===== src/design/dzr_pkg.sv =====
// Shared types, constants and helpers for the diagonal zigzag reorder unit.
// No dependencies; every other design file refers to this package by scope.
package dzr_pkg;

    localparam int DATA_W       = 32;
    localparam int CFG_W        = 4;
    localparam int CFG_IDX_W    = 1;
    localparam int DEF_MAX_ROWS = 8;
    localparam int DEF_MAX_COLS = 8;
    localparam int FIFO_DEPTH   = 2;

    localparam logic [CFG_W-1:0] CFG_DIM_RESET = 4'd8;

    typedef enum logic [CFG_IDX_W-1:0] {
        REG_NUM_ROWS = 1'b0,
        REG_NUM_COLS = 1'b1
    } cfg_reg_t;

    typedef enum logic {
        ST_LOAD = 1'b0,
        ST_SCAN = 1'b1
    } state_t;

    // One result word as it travels from the store read to the output queue.
    typedef struct packed {
        logic [DATA_W-1:0] data;
        logic              last;
    } out_word_t;

    // Zero counts as one, anything above the maximum counts as the maximum.
    function automatic logic [CFG_W-1:0] clamp_dim(input logic [CFG_W-1:0] v,
                                                   input logic [CFG_W-1:0] maxv);
        logic [CFG_W-1:0] res;
        if (v == '0)
            res = {{(CFG_W-1){1'b0}}, 1'b1};
        else if (v > maxv)
            res = maxv;
        else
            res = v;
        return res;
    endfunction

endpackage


===== src/design/dzr_store.sv =====
// Element store: one write port, one read port, registered read data.
// Depends on dzr_pkg for the data width.
module dzr_store #(
    parameter int DEPTH = dzr_pkg::DEF_MAX_ROWS * dzr_pkg::DEF_MAX_COLS,
    parameter int AW    = (DEPTH > 1) ? $clog2(DEPTH) : 1
) (
    input  logic                      clk,
    input  logic                      we,
    input  logic [AW-1:0]             waddr,
    input  logic [dzr_pkg::DATA_W-1:0] wdata,
    input  logic                      re,
    input  logic [AW-1:0]             raddr,
    output logic [dzr_pkg::DATA_W-1:0] rdata
);

    logic [dzr_pkg::DATA_W-1:0] mem [DEPTH];
    logic [dzr_pkg::DATA_W-1:0] rdata_reg;

    always_ff @(posedge clk)
    begin
        if (we)
            mem[waddr] <= wdata;
    end

    always_ff @(posedge clk)
    begin
        if (re)
            rdata_reg <= mem[raddr];
    end

    assign rdata = rdata_reg;

endmodule


===== src/design/dzr_scan.sv =====
// Zigzag address sequencer: walks (row, col) along the diagonals of the block.
// Depends on dzr_pkg; driven by the top-level control state machine.
module dzr_scan #(
    parameter int MAX_ROWS = dzr_pkg::DEF_MAX_ROWS,
    parameter int MAX_COLS = dzr_pkg::DEF_MAX_COLS,
    parameter int RCW      = $clog2(MAX_ROWS + 1),
    parameter int CCW      = $clog2(MAX_COLS + 1),
    parameter int AW       = (MAX_ROWS * MAX_COLS > 1) ? $clog2(MAX_ROWS * MAX_COLS) : 1
) (
    input  logic           clk,
    input  logic           rst_n,
    input  logic           start,
    input  logic           advance,
    input  logic [RCW-1:0] rows,
    input  logic [CCW-1:0] cols,
    output logic [AW-1:0]  addr,
    output logic           last
);

    localparam int RW = (MAX_ROWS > 1) ? $clog2(MAX_ROWS) : 1;
    localparam int CW = (MAX_COLS > 1) ? $clog2(MAX_COLS) : 1;
    localparam int DW = $clog2(MAX_ROWS + MAX_COLS);
    localparam int PW = RW + CCW;

    logic [RW-1:0] r_reg, r_next;
    logic [CW-1:0] c_reg, c_next;
    logic [DW-1:0] d_reg, d_next;

    logic [DW-1:0] rows_m1, cols_m1, r_ext, c_ext, d_end, d_inc, r0, c0;
    logic          step_even, step_odd, in_diag;
    logic [PW-1:0] lin;

    always_comb
    begin
        rows_m1   = DW'(rows) - DW'(1);
        cols_m1   = DW'(cols) - DW'(1);
        r_ext     = DW'(r_reg);
        c_ext     = DW'(c_reg);
        d_end     = DW'(rows) + DW'(cols) - DW'(2);
        step_even = (r_ext != '0) && (c_ext < cols_m1);
        step_odd  = (c_ext != '0) && (r_ext < rows_m1);
        in_diag   = d_reg[0] ? step_odd : step_even;
        last      = !in_diag && (d_reg == d_end);

        // Entry point of the next diagonal.
        d_inc = d_reg + DW'(1);
        if (!d_inc[0])
        begin
            r0 = (d_inc < rows_m1) ? d_inc : rows_m1;
            c0 = d_inc - r0;
        end
        else
        begin
            c0 = (d_inc < cols_m1) ? d_inc : cols_m1;
            r0 = d_inc - c0;
        end

        r_next = r_reg;
        c_next = c_reg;
        d_next = d_reg;
        if (start)
        begin
            r_next = '0;
            c_next = '0;
            d_next = '0;
        end
        else if (advance)
        begin
            if (in_diag && !d_reg[0])
            begin
                r_next = r_reg - RW'(1);
                c_next = c_reg + CW'(1);
            end
            else if (in_diag)
            begin
                r_next = r_reg + RW'(1);
                c_next = c_reg - CW'(1);
            end
            else
            begin
                r_next = RW'(r0);
                c_next = CW'(c0);
                d_next = d_inc;
            end
        end

        lin  = PW'(r_reg) * PW'(cols) + PW'(c_reg);
        addr = AW'(lin);
    end

    always_ff @(posedge clk or negedge rst_n)
    begin
        if (!rst_n)
        begin
            r_reg <= '0;
            c_reg <= '0;
            d_reg <= '0;
        end
        else
        begin
            r_reg <= r_next;
            c_reg <= c_next;
            d_reg <= d_next;
        end
    end

endmodule


===== src/design/dzr_out_fifo.sv =====
// Two-entry output queue that decouples store reads from the master port.
// Depends on dzr_pkg for the result word type and depth.
module dzr_out_fifo (
    input  logic               clk,
    input  logic               rst_n,
    input  logic               push,
    input  dzr_pkg::out_word_t push_word,
    input  logic               pop,
    output dzr_pkg::out_word_t head_word,
    output logic               not_empty,
    output logic [1:0]         count
);

    dzr_pkg::out_word_t slot [dzr_pkg::FIFO_DEPTH];
    logic       wr_ptr_reg, wr_ptr_next;
    logic       rd_ptr_reg, rd_ptr_next;
    logic [1:0] count_reg, count_next;

    always_comb
    begin
        wr_ptr_next = push ? ~wr_ptr_reg : wr_ptr_reg;
        rd_ptr_next = pop ? ~rd_ptr_reg : rd_ptr_reg;
        count_next  = count_reg + {1'b0, push} - {1'b0, pop};
    end

    always_ff @(posedge clk)
    begin
        if (push)
            slot[wr_ptr_reg] <= push_word;
    end

    always_ff @(posedge clk or negedge rst_n)
    begin
        if (!rst_n)
        begin
            wr_ptr_reg <= 1'b0;
            rd_ptr_reg <= 1'b0;
            count_reg  <= '0;
        end
        else
        begin
            wr_ptr_reg <= wr_ptr_next;
            rd_ptr_reg <= rd_ptr_next;
            count_reg  <= count_next;
        end
    end

    assign head_word = slot[rd_ptr_reg];
    assign not_empty = (count_reg != '0);
    assign count     = count_reg;

endmodule


===== src/design/diagonal_zigzag_reorder_unit.sv =====
// Top level of the diagonal zigzag reorder unit: control, configuration and ports.
// Depends on dzr_pkg, dzr_store, dzr_scan and dzr_out_fifo.
//
// Takes matrix elements in row-major order on the slave port, one word per
// cycle while loading, into an element store of MAX_ROWS x MAX_COLS entries.
// The word that completes a block of num_rows x num_cols elements starts the
// emission: the sequencer walks the diagonals (even ones up and to the right,
// odd ones down and to the left) and reads one entry per cycle, while the
// queue has room, through the single read port of the store. Results go
// through a two-entry queue to the master port. s_tready is low during the
// emission sweep; words of the next block are taken again while the tail of
// the previous block still drains. m_tlast marks the final word of a block.
// num_rows and num_cols read 0 as 1 and clip values above the maximum; write
// them only while the unit is idle. The store has no reset.
module diagonal_zigzag_reorder_unit #(
    parameter int MAX_ROWS = dzr_pkg::DEF_MAX_ROWS,
    parameter int MAX_COLS = dzr_pkg::DEF_MAX_COLS
) (
    input  logic                          clk,
    input  logic                          rst_n,
    // slave port, tdata: [31:0] element (signed)
    input  logic                          s_tvalid,
    output logic                          s_tready,
    input  logic [dzr_pkg::DATA_W-1:0]    s_tdata,
    // master port, tdata: [31:0] out_element (signed); tlast: last
    output logic                          m_tvalid,
    input  logic                          m_tready,
    output logic [dzr_pkg::DATA_W-1:0]    m_tdata,
    output logic                          m_tlast,
    // configuration write port
    input  logic                          cfg_we,
    input  logic [dzr_pkg::CFG_IDX_W-1:0] cfg_index,
    input  logic [dzr_pkg::CFG_W-1:0]     cfg_wdata
);

    localparam int DEPTH = MAX_ROWS * MAX_COLS;
    localparam int AW    = (DEPTH > 1) ? $clog2(DEPTH) : 1;
    localparam int RCW   = $clog2(MAX_ROWS + 1);
    localparam int CCW   = $clog2(MAX_COLS + 1);
    localparam int LCW   = $clog2(DEPTH + 1);
    localparam int SZW   = RCW + CCW;

    dzr_pkg::state_t             state_reg, state_next;
    logic [dzr_pkg::CFG_W-1:0]   num_rows_reg, num_cols_reg;
    logic [LCW-1:0]              load_count_reg, load_count_next;
    logic                        rd_pend_reg;
    logic                        rd_last_reg;

    logic [RCW-1:0] rows;
    logic [CCW-1:0] cols;
    logic [SZW-1:0] size, cnt_inc;
    logic           in_fire, issue, scan_start, scan_last;
    logic [AW-1:0]  scan_addr;
    logic [2:0]     occupancy;
    logic [1:0]     fifo_count;
    logic           out_pop;

    dzr_pkg::out_word_t push_word, head_word;
    logic [dzr_pkg::DATA_W-1:0] rd_data;

    // Effective block shape.
    assign rows = RCW'(dzr_pkg::clamp_dim(num_rows_reg, dzr_pkg::CFG_W'(MAX_ROWS)));
    assign cols = CCW'(dzr_pkg::clamp_dim(num_cols_reg, dzr_pkg::CFG_W'(MAX_COLS)));
    assign size = SZW'(rows) * SZW'(cols);

    // Configuration registers.
    always_ff @(posedge clk or negedge rst_n)
    begin
        if (!rst_n)
        begin
            num_rows_reg <= dzr_pkg::CFG_DIM_RESET;
            num_cols_reg <= dzr_pkg::CFG_DIM_RESET;
        end
        else if (cfg_we)
        begin
            unique case (dzr_pkg::cfg_reg_t'(cfg_index))
                dzr_pkg::REG_NUM_ROWS: num_rows_reg <= cfg_wdata;
                dzr_pkg::REG_NUM_COLS: num_cols_reg <= cfg_wdata;
                default: ;
            endcase
        end
    end

    assign in_fire = s_tvalid && s_tready;
    assign out_pop = m_tvalid && m_tready;

    // Queue slots taken or promised by a read in flight, after this cycle's pop.
    assign occupancy = 3'(fifo_count) + 3'(rd_pend_reg) - 3'(out_pop);

    // Control: load words, then sweep the store in zigzag order.
    always_comb
    begin
        state_next      = state_reg;
        load_count_next = load_count_reg;
        s_tready        = 1'b0;
        issue           = 1'b0;
        scan_start      = 1'b0;
        cnt_inc         = SZW'(load_count_reg) + SZW'(1);
        unique case (state_reg)
            dzr_pkg::ST_LOAD:
            begin
                s_tready = 1'b1;
                if (in_fire)
                begin
                    if (cnt_inc >= size)
                    begin
                        load_count_next = '0;
                        scan_start      = 1'b1;
                        state_next      = dzr_pkg::ST_SCAN;
                    end
                    else
                        load_count_next = LCW'(cnt_inc);
                end
            end
            dzr_pkg::ST_SCAN:
            begin
                // Issue a read only when the queue will have room for it.
                issue = (occupancy < 3'(dzr_pkg::FIFO_DEPTH));
                if (issue && scan_last)
                    state_next = dzr_pkg::ST_LOAD;
            end
            default: state_next = dzr_pkg::ST_LOAD;
        endcase
    end

    always_ff @(posedge clk or negedge rst_n)
    begin
        if (!rst_n)
        begin
            state_reg      <= dzr_pkg::ST_LOAD;
            load_count_reg <= '0;
            rd_pend_reg    <= 1'b0;
        end
        else
        begin
            state_reg      <= state_next;
            load_count_reg <= load_count_next;
            rd_pend_reg    <= issue;
        end
    end

    // Travels alongside the read data; no reset needed.
    always_ff @(posedge clk)
    begin
        if (issue)
            rd_last_reg <= scan_last;
    end

    dzr_store #(
        .DEPTH (DEPTH),
        .AW    (AW)
    ) u_store (
        .clk   (clk),
        .we    (in_fire),
        .waddr (AW'(load_count_reg)),
        .wdata (s_tdata),
        .re    (issue),
        .raddr (scan_addr),
        .rdata (rd_data)
    );

    dzr_scan #(
        .MAX_ROWS (MAX_ROWS),
        .MAX_COLS (MAX_COLS),
        .RCW      (RCW),
        .CCW      (CCW),
        .AW       (AW)
    ) u_scan (
        .clk     (clk),
        .rst_n   (rst_n),
        .start   (scan_start),
        .advance (issue),
        .rows    (rows),
        .cols    (cols),
        .addr    (scan_addr),
        .last    (scan_last)
    );

    assign push_word.data = rd_data;
    assign push_word.last = rd_last_reg;

    dzr_out_fifo u_out_fifo (
        .clk       (clk),
        .rst_n     (rst_n),
        .push      (rd_pend_reg),
        .push_word (push_word),
        .pop       (out_pop),
        .head_word (head_word),
        .not_empty (m_tvalid),
        .count     (fifo_count)
    );

    assign m_tdata = head_word.data;
    assign m_tlast = head_word.last;

endmodule


===== config.mk =====
export PLATFORM = sky130hd
export DESIGN_NAME = diagonal_zigzag_reorder_unit
export DESIGN_NICKNAME = d
export VERILOG_FILES = /design/src/design/dzr_pkg.sv /design/src/design/dzr_store.sv /design/src/design/dzr_scan.sv /design/src/design/dzr_out_fifo.sv /design/src/design/diagonal_zigzag_reorder_unit.sv
export SDC_FILE = /design/constraint.sdc
export NUM_CORES = 2
export LEC_CHECK = 0
export BUFFER_PORTS_ARGS = -buffer_cell sky130_fd_sc_hd__buf_2
export CORE_MARGIN = 2
export CORE_UTILIZATION = 63
export DETAILED_ROUTE_END_ITERATION = 16
export PLACE_DENSITY = 0.82
export REMOVE_ABC_BUFFERS = 1
export SLEW_MARGIN = 25
export SYNTH_ARGS = -nofsm -noshare
export SYNTH_HDL_FRONTEND = slang
export SYNTH_HIERARCHICAL = 1
export SYNTH_SLANG_ARGS = --single-unit
export TNS_END_PERCENT = 10

===== constraint.sdc =====
create_clock -name clk -period 6.55 [get_ports clk]
set_input_delay 0.9825 -clock clk [delete_from_list [all_inputs] [get_ports clk]]
set_output_delay 0.9825 -clock clk [all_outputs]
set_load 0.03 [all_outputs]

* After elaboration in Yosys (flattened, before gate mapping) *
Memories as Yosys holds them, arrays and structs flattened. A register that Yosys moved wholly into a read port is not among the register bits.
Cells that the tools add are included.

word-level totals
  memory bits (writable) = 2114
  bits in registers = 32
  memories kept = 2
  output and inout bits = 35
  logic and storage cells = 100
  bits of input ports = 42

cells by class
  reduce and logical (&&, ||, !) cells = 19
  multiplexer cells = 33
  $mul = 2
  equal/unequal tests = 3
  magnitude comparators = 8
  $add $sub $neg = 17
  bitwise logic cells = 4

memories
  name             depth  width  read ports  clocked after memory_dff  wr ports  RTL line            source
  u_store.mem      64     32     1           1                         1         dzr_store.sv:16     logic [dzr_pkg::DATA_W-1:0] mem [DEPTH];
  u_out_fifo.slot  2      33     1           0                         1         dzr_out_fifo.sv:14  dzr_pkg::out_word_t slot [dzr_pkg::FIFO_DEPTH];

operator list
  kind                 number
  $mux 3               12
  $mux 4               8
  $mux 1               11
  $add 7x1->8 const B  1
  $ge 8x8->1           1
  $gt 4x4->1 const B   2
  $logic_not 4->1      2
  $lt 3x4->1           2
  $lt 4x4->1           2
  $mul 4x4->8          1
  $sub 4x1->4 const B  2
  $logic_and 1x1->1    7
  $mux 7               1
  $add 3x1->3 const B  2
  $add 6x3->6          1
  $mul 3x4->6          1
  $reduce_and 2->1     3
  $reduce_bool 3->1    2
  $sub 3x1->3 const B  2
  $sub 3x3->3          2
  $add 4x1->4 const B  1
  $add 4x4->4          1
  $eq 4x4->1           1
  $ne 2x2->1 const B   2
  11 further kinds     16

* Longest topological paths before layout *
  word-level depth = 12
  depth in mapped cells = 22
  depth with buffers taken out = 21

* Hierarchy *
Netlist, hierarchy kept.

by module, submodules not included
  module                        sequential area each (µm²)  cells an instance  area an instance (µm²)  instances
  dzr_store                     62459.9                     3324               78835.6                 1
  dzr_out_fifo                  2082.0                      117                2726.4                  1
  dzr_scan                      250.2                       212                1854.3                  1
  diagonal_zigzag_reorder_unit  457.9                       162                1574.0                  1

* Worst setup path after synthesis *
OpenSTA, ideal clock, no wires.

  path kind = reg2reg
  start = register num_rows_reg[2] (netlist name)
  end = register u_scan.d_reg[2]
  arrival = 4.596 ns
  cell stages (with the launch flop) = 22
  setup slack = 1.826 ns
  path buffers = 1
  required time = 6.423 ns
  library setup time = 0.127 ns
  clock period less this slack = 4.724 ns
  cells stage by stage = dfrtp_1 > nor2_1 > nor2_1 > or2_2 > inv_1 > nand2_1 > fa_1 > inv_1 > fa_1 > ha_1 > a21o_1 > a21oi_1 > o21bai_1 > a21oi_1 > xor2_1 > ha_1 > nand4_1 > o31ai_4 > and2_4 > clkbuf_1 > nor2_1 > mux2_1

between the ends
  word-level cells in the longest chain between the ends = 10
  elaborated cells on any way between the ends = 19
  classes of those cells = 1 x add/sub; 1 x mul; 3 x order compare; 2 x eq/ne; 7 x mux; 5 x reduce/logical

ends and longest elaborated chain
  element                                                    RTL line                             source
  from (decl)                                                diagonal_zigzag_reorder_unit.sv:44   logic [dzr_pkg::CFG_W-1:0] num_rows_reg, num_cols_reg;
  from (signal assigned)                                     diagonal_zigzag_reorder_unit.sv:71   num_rows_reg <= dzr_pkg::CFG_DIM_RESET;
  from (signal assigned)                                     diagonal_zigzag_reorder_unit.sv:77   dzr_pkg::REG_NUM_ROWS: num_rows_reg <= cfg_wdata;
  $gt 4x4->1                                                 dzr_pkg.sv:36                        else if (v > maxv)
  $mux 4                                                     dzr_pkg.sv:36
  $mux 4 *                                                   dzr_pkg.sv:34                        if (v == '0)
  named net rows[0]                                          diagonal_zigzag_reorder_unit.sv:49   logic [RCW-1:0] rows;
  $mul 4x4->8 *                                              diagonal_zigzag_reorder_unit.sv:64   assign size = SZW'(rows) * SZW'(cols);
  $ge 8x8->1 *                                               diagonal_zigzag_reorder_unit.sv:105  if (cnt_inc >= size)
  $mux 1 *                                                   diagonal_zigzag_reorder_unit.sv:105
  $mux 1 *                                                   diagonal_zigzag_reorder_unit.sv:103  if (in_fire)
  $mux 1 *                                                   diagonal_zigzag_reorder_unit.sv:99   unique case (state_reg)
  named net scan_start                                       diagonal_zigzag_reorder_unit.sv:52   logic in_fire, issue, scan_start, scan_last;
  $ne 2x2->1 (no line) or $reduce_bool 2->1 (tied branches)  n/a
  $reduce_and 3->1 (no line)                                 n/a
  to (signal assigned)                                       dzr_scan.sv:103                      d_reg <= d_next;
  to (decl)                                                  dzr_scan.sv:27                       logic [DW-1:0] d_reg, d_next;

The timed path passes the listed nets; every way through them passes the cells marked *.
A chain may end at the register's enable or synchronous reset.

* Final worst setup path *
  start = register num_cols_reg[1] (netlist name)
  end = register u_store.rdata_reg (netlist bit u_store/rdata[27]) (read register of u_store.mem), data pin

between the ends
  word-level cells in the longest chain between the ends = 5
  elaborated cells on any way between the ends = 6
  classes of those cells = 1 x add/sub; 1 x mul; 1 x order compare; 2 x mux; 1 x reduce/logical

ends and longest elaborated chain
  element                 RTL line                            source
  from (decl)             diagonal_zigzag_reorder_unit.sv:44
  from (signal assigned)  diagonal_zigzag_reorder_unit.sv:72  num_cols_reg <= dzr_pkg::CFG_DIM_RESET;
  from (signal assigned)  diagonal_zigzag_reorder_unit.sv:78  dzr_pkg::REG_NUM_COLS: num_cols_reg <= cfg_wdata;
  $gt 4x4->1              dzr_pkg.sv:36
  $mux 4                  dzr_pkg.sv:36
  $mux 4 *                dzr_pkg.sv:34
  named net cols[0]       diagonal_zigzag_reorder_unit.sv:50  logic [CCW-1:0] cols;
  $mul 3x4->6 *           dzr_scan.sv:87                      lin = PW'(r_reg) * PW'(cols) + PW'(c_reg);
  $add 6x3->6 *           dzr_scan.sv:87
  named net scan_addr[5]  diagonal_zigzag_reorder_unit.sv:53  logic [AW-1:0] scan_addr;
  to (decl)               dzr_store.sv:17                     logic [dzr_pkg::DATA_W-1:0] rdata_reg;

Marked as above.

==> summary.txt <==
Clock network
  – Reg clk slew, reported paths: ~0.070 ns
  – CTS Sinks: roughly 2200
  – Num CTS Buffers: about 190
  – CTS root buffer: clkbuf_16
  – # hold bufs at CTS: 0
  – Clk Latency, worst-skew pair: 0.84 ns
  – Longest Clk Path Bufs: 3
  – H-tree level count: 4
  – TritonCTS clock tree: yes

STA
  – Final Setup Violations: 0
  – RSZ-0062 raised after global routing: no
  – Max Freq: roughly 0.16 GHz
  – Slew @ Worst Pin: around 1.1 ns
  – Slew headroom: 0.236
  – Final Max Tran Viols: 0
  – Setup WS post-layout: 0.123 ns
  – Minimum clock period: around 6.4 ns
  – Final-report hold violation count: 0
  – Skew final: 0.0369 ns
  – Final period util: 0.981

Floorplan
  – Die Y: ~370 um
  – Starting Density: 0.636
  – Total core area: 134000 um2
  – Die area: between 100000 and 150000 um2
  – Row Count: roughly 130
  – Number of I/O pins: 77
  – Die Wd: between 300 and 400 um

Global routing
  – GRT Resource Usage Total: 0.350
  – Vias in the first global route: roughly 44000
  – Pin count of the biggest net entering global routing: between 80 and 90
  – Overflow after GRT: 0
  – Initial antenna violation count: 15
  – First-pass GRT wire length: 335000 um

Critical path
  – Startpoint type of the worst setup path: flip-flop
  – Worst Path Arrival: approximately 7 ns
  – Register-to-Register Path Depth: 18
  – CP max FO: 15
  – Worst reg2reg setup slack: roughly 0.12 ns
  – Crit. End Element: flip-flop
  – Crit path kind: flip-flop to flip-flop
  – Crit Reg-Reg Endpoint: u_store/rdata[27]$_DFFE_PP_
  – Critical Path RT: approximately 7.2 ns
  – Reg2Reg Launch Point: num_cols_reg[1]$_DFFE_PN0P_

Final layout
  – Layout cells sized above 1: 0.282
  – Multi-input logic area: 19200 um2
  – Area Overhead vs Synth: 11.6%
  – # nets final: roughly 4200
  – Sequential cell area: 65300 um2
  – Max reg flops: about 2000
  – Fillers: roughly 6800

Placed design
  – DPL Wire Length: roughly 120000 um
  – Gpl congestion: roughly 0.89
  – I/O Buffers: 76
  – Place WS: 0.335 ns

Hold path
  – Hold Path Class: input pin to asynchronous set/reset pin

Synthesis
  – Cell taking the most area after synthesis: edfxtp_1
  – Seq cells post-synth: between 2000 and 2500
  – Post-Synthesis Cells: around 3800
  – Yosys top cell area share: 0.759
  – Seq/Total Area, Yosys: 0.768
  – Ys Warns: 6
  – Syn avg cell area: 22.3 um2
  – Mapped Area: ~85000 um2
  – Top post-synthesis cells by area: edfxtp_1, mux4_2, mux2i_1
  – Post-synth cell types: between 60 and 70
  – EDFF count, synth: around 2100
  – Async set-reset flop share out of synthesis: 0.0142
  – Synth Flop Type: edfxtp_1

Routing
  – Wirelength per Cell: 41.0 um
  – Final wirelength: approximately 250000 um
  – Initial DRC Count: 9481
  – Avg Vias per Cell: 7.53
  – Vias post-DR: around 45000
  – Residual DRC: 0
  – Router iterations before antenna repair: 8
  – Detail Route Antenna Nets: 0

Run status
  – Run status: completed

Pwr
  – Worst vdd ir: 675 uV
  – Pwr Total: 48.6 mW
  – PD cells: just over 500 nW/um2
  – Leakage: ~30 nW

Run
  – # Max-Cap Violations: 0
## layout make-up
cell class,count,area share
flip-flops and latches,2178,0.688
repair buffers,229,0.0203
clock buffers,248,0.0540
inverters,49,0.00194
multi-input cells,1396,0.202
diodes,6,0.000158
well taps,1768,0.0233
clock inverters,113,0.0102
## worst max-delay path by stage
stage | start | end | slack (ns) | cells after the start
final | num_cols_reg[1]$_DFFE_PN0P_ | u_store/rdata[27]$_DFFE_PP_ | 0.12 | 18
after global routing | num_cols_reg[1]$_DFFE_PN0P_ | u_store/rdata[27]$_DFFE_PP_ | 0.16 | 18
after CTS | num_cols_reg[1]$_DFFE_PN0P_ | u_store/rdata[4]$_DFFE_PP_ | 0.12 | 16
after detailed placement | num_cols_reg[1]$_DFFE_PN0P_ | u_store/rdata[4]$_DFFE_PP_ | 0.34 | 16
after global placement | num_cols_reg[1]$_DFFE_PN0P_ | u_store/rdata[4]$_DFFE_PP_ | 0.42 | 16
after floorplan | num_cols_reg[3]$_DFFE_PN1P_ | u_store/rdata[29]$_DFFE_PP_ | -16.81 | 10
## worst max-delay path, cell delays in order (launching register included)
cell	delay (ns)
dfrtp_1	0.41
nor2_1	0.12
nor2_1	0.04
or2_2	0.31
inv_1	0.25
nand2_1	0.14
fa_1	0.53
fa_1	0.54
inv_1	0.10
fa_4	0.56
a21o_1	0.21
a21oi_1	0.39
xnor2_4	0.37
nand3b_1	0.67
o221ai_1	0.45
a21oi_1	0.13
a21oi_1	0.67
buf_4	0.26
nor2_1	0.05
## per-stage QoR
step                      hold WS, ns   util  cell area (um2)  TNS [ns]  std cells
after global routing            0.276  0.710            94800         0       5981
after detailed placement        0.431  0.663            88700         0       5617
after global placement          0.423  0.662            88500         0       5610
after floorplan                 0.421      -            84000   -496.62       3623
final                           0.224  0.710            94900         0       5987
after CTS                       0.212  0.709            94800         0       5978
## cell usage after synthesis, types with 14 or more instances
library cell	count
a21oi_1	79
buf_1	21
buf_2	58
buf_4	25
clkbuf_1	79
dfrtp_1	29
edfxtp_1	2147
ha_1	58
inv_1	49
mux2_4	29
mux2i_1	99
mux4_2	544
nand2_1	51
nand2b_1	17
nand3_1	14
nor2_1	163
nor2b_1	20
o221ai_1	27
o22ai_1	84
xnor2_1	27
## report_power, final
| part | switching (mW) | internal, mW |
|---|---|---|
| clock network | 5.24 | 6.09 |
| logic | 12.8 | 8.13 |
| registers | 0.391 | 16.0 |
| total | 18.5 | 30.2 |
## cell families (layout without fill, tap and decap cells)
family                     count (synthesis)  after routing  synth area share
AOI/OAI and AO/OA                        264            264            0.0212
and+or+nand+nor                          335            335            0.0186
other                                      0              6                 0
buffers and inverters                    241            639            0.0137
muxes                                    686            686             0.163
xor gates and xnor gates                  41             41           0.00458
adders and majority gates                 70             70            0.0114
DFF                                     2178           2178             0.768
## what timing repair did
| action | CTS | global route |
|---|---|---|
| pin swaps | 0 | 0 |
| setup endpoints to repair | 1 | 3 |
| buffers inserted | 0 | 0 |
| resized for setup | 1 | 3 |
| gates cloned | 0 | 0 |
## cells in the final DEF (no fill, tap or decap), types with 7 or more instances in the layout
| cell type | count |
|---|---|
| o221ai_1 | 27 |
| clkbuf_1 | 51 |
| a22oi_1 | 12 |
| mux2_2 | 13 |
| bufinv_16 | 14 |
| dfrtp_1 | 28 |
| nand2b_1 | 17 |
| nor2_1 | 101 |
| mux2i_1 | 99 |
| clkbuf_16 | 197 |
| and2_1 | 12 |
| edfxtp_1 | 2147 |
| clkinv_1 | 45 |
| nor3_1 | 11 |
| inv_1 | 49 |
| o21ai_0 | 7 |
| clkinv_2 | 34 |
| nor2_4 | 63 |
| a21oi_1 | 79 |
| buf_12 | 23 |
| ha_1 | 56 |
| xor2_1 | 10 |
| xnor2_1 | 25 |
| fa_1 | 11 |
| mux2_4 | 29 |
| nand2_1 | 51 |
| nand3_1 | 14 |
| mux4_2 | 544 |
| nor2b_1 | 18 |
| buf_4 | 133 |
| a311oi_1 | 10 |
| buf_2 | 67 |
| o22ai_1 | 84 |
| a21o_1 | 7 |
## routing by layer
metal / GRT usage / up-vias / part of all wire
li1: - / 16500 / -
met1: 0.471 / 22600 / 0.31
met2: 0.544 / 4958 / 0.47
met3: 0.0921 / 983 / 0.15
met4: 0.166 / 12 / 0.068
met5: 0 / - / 0.00036
(Power assumes the default switching activity.)
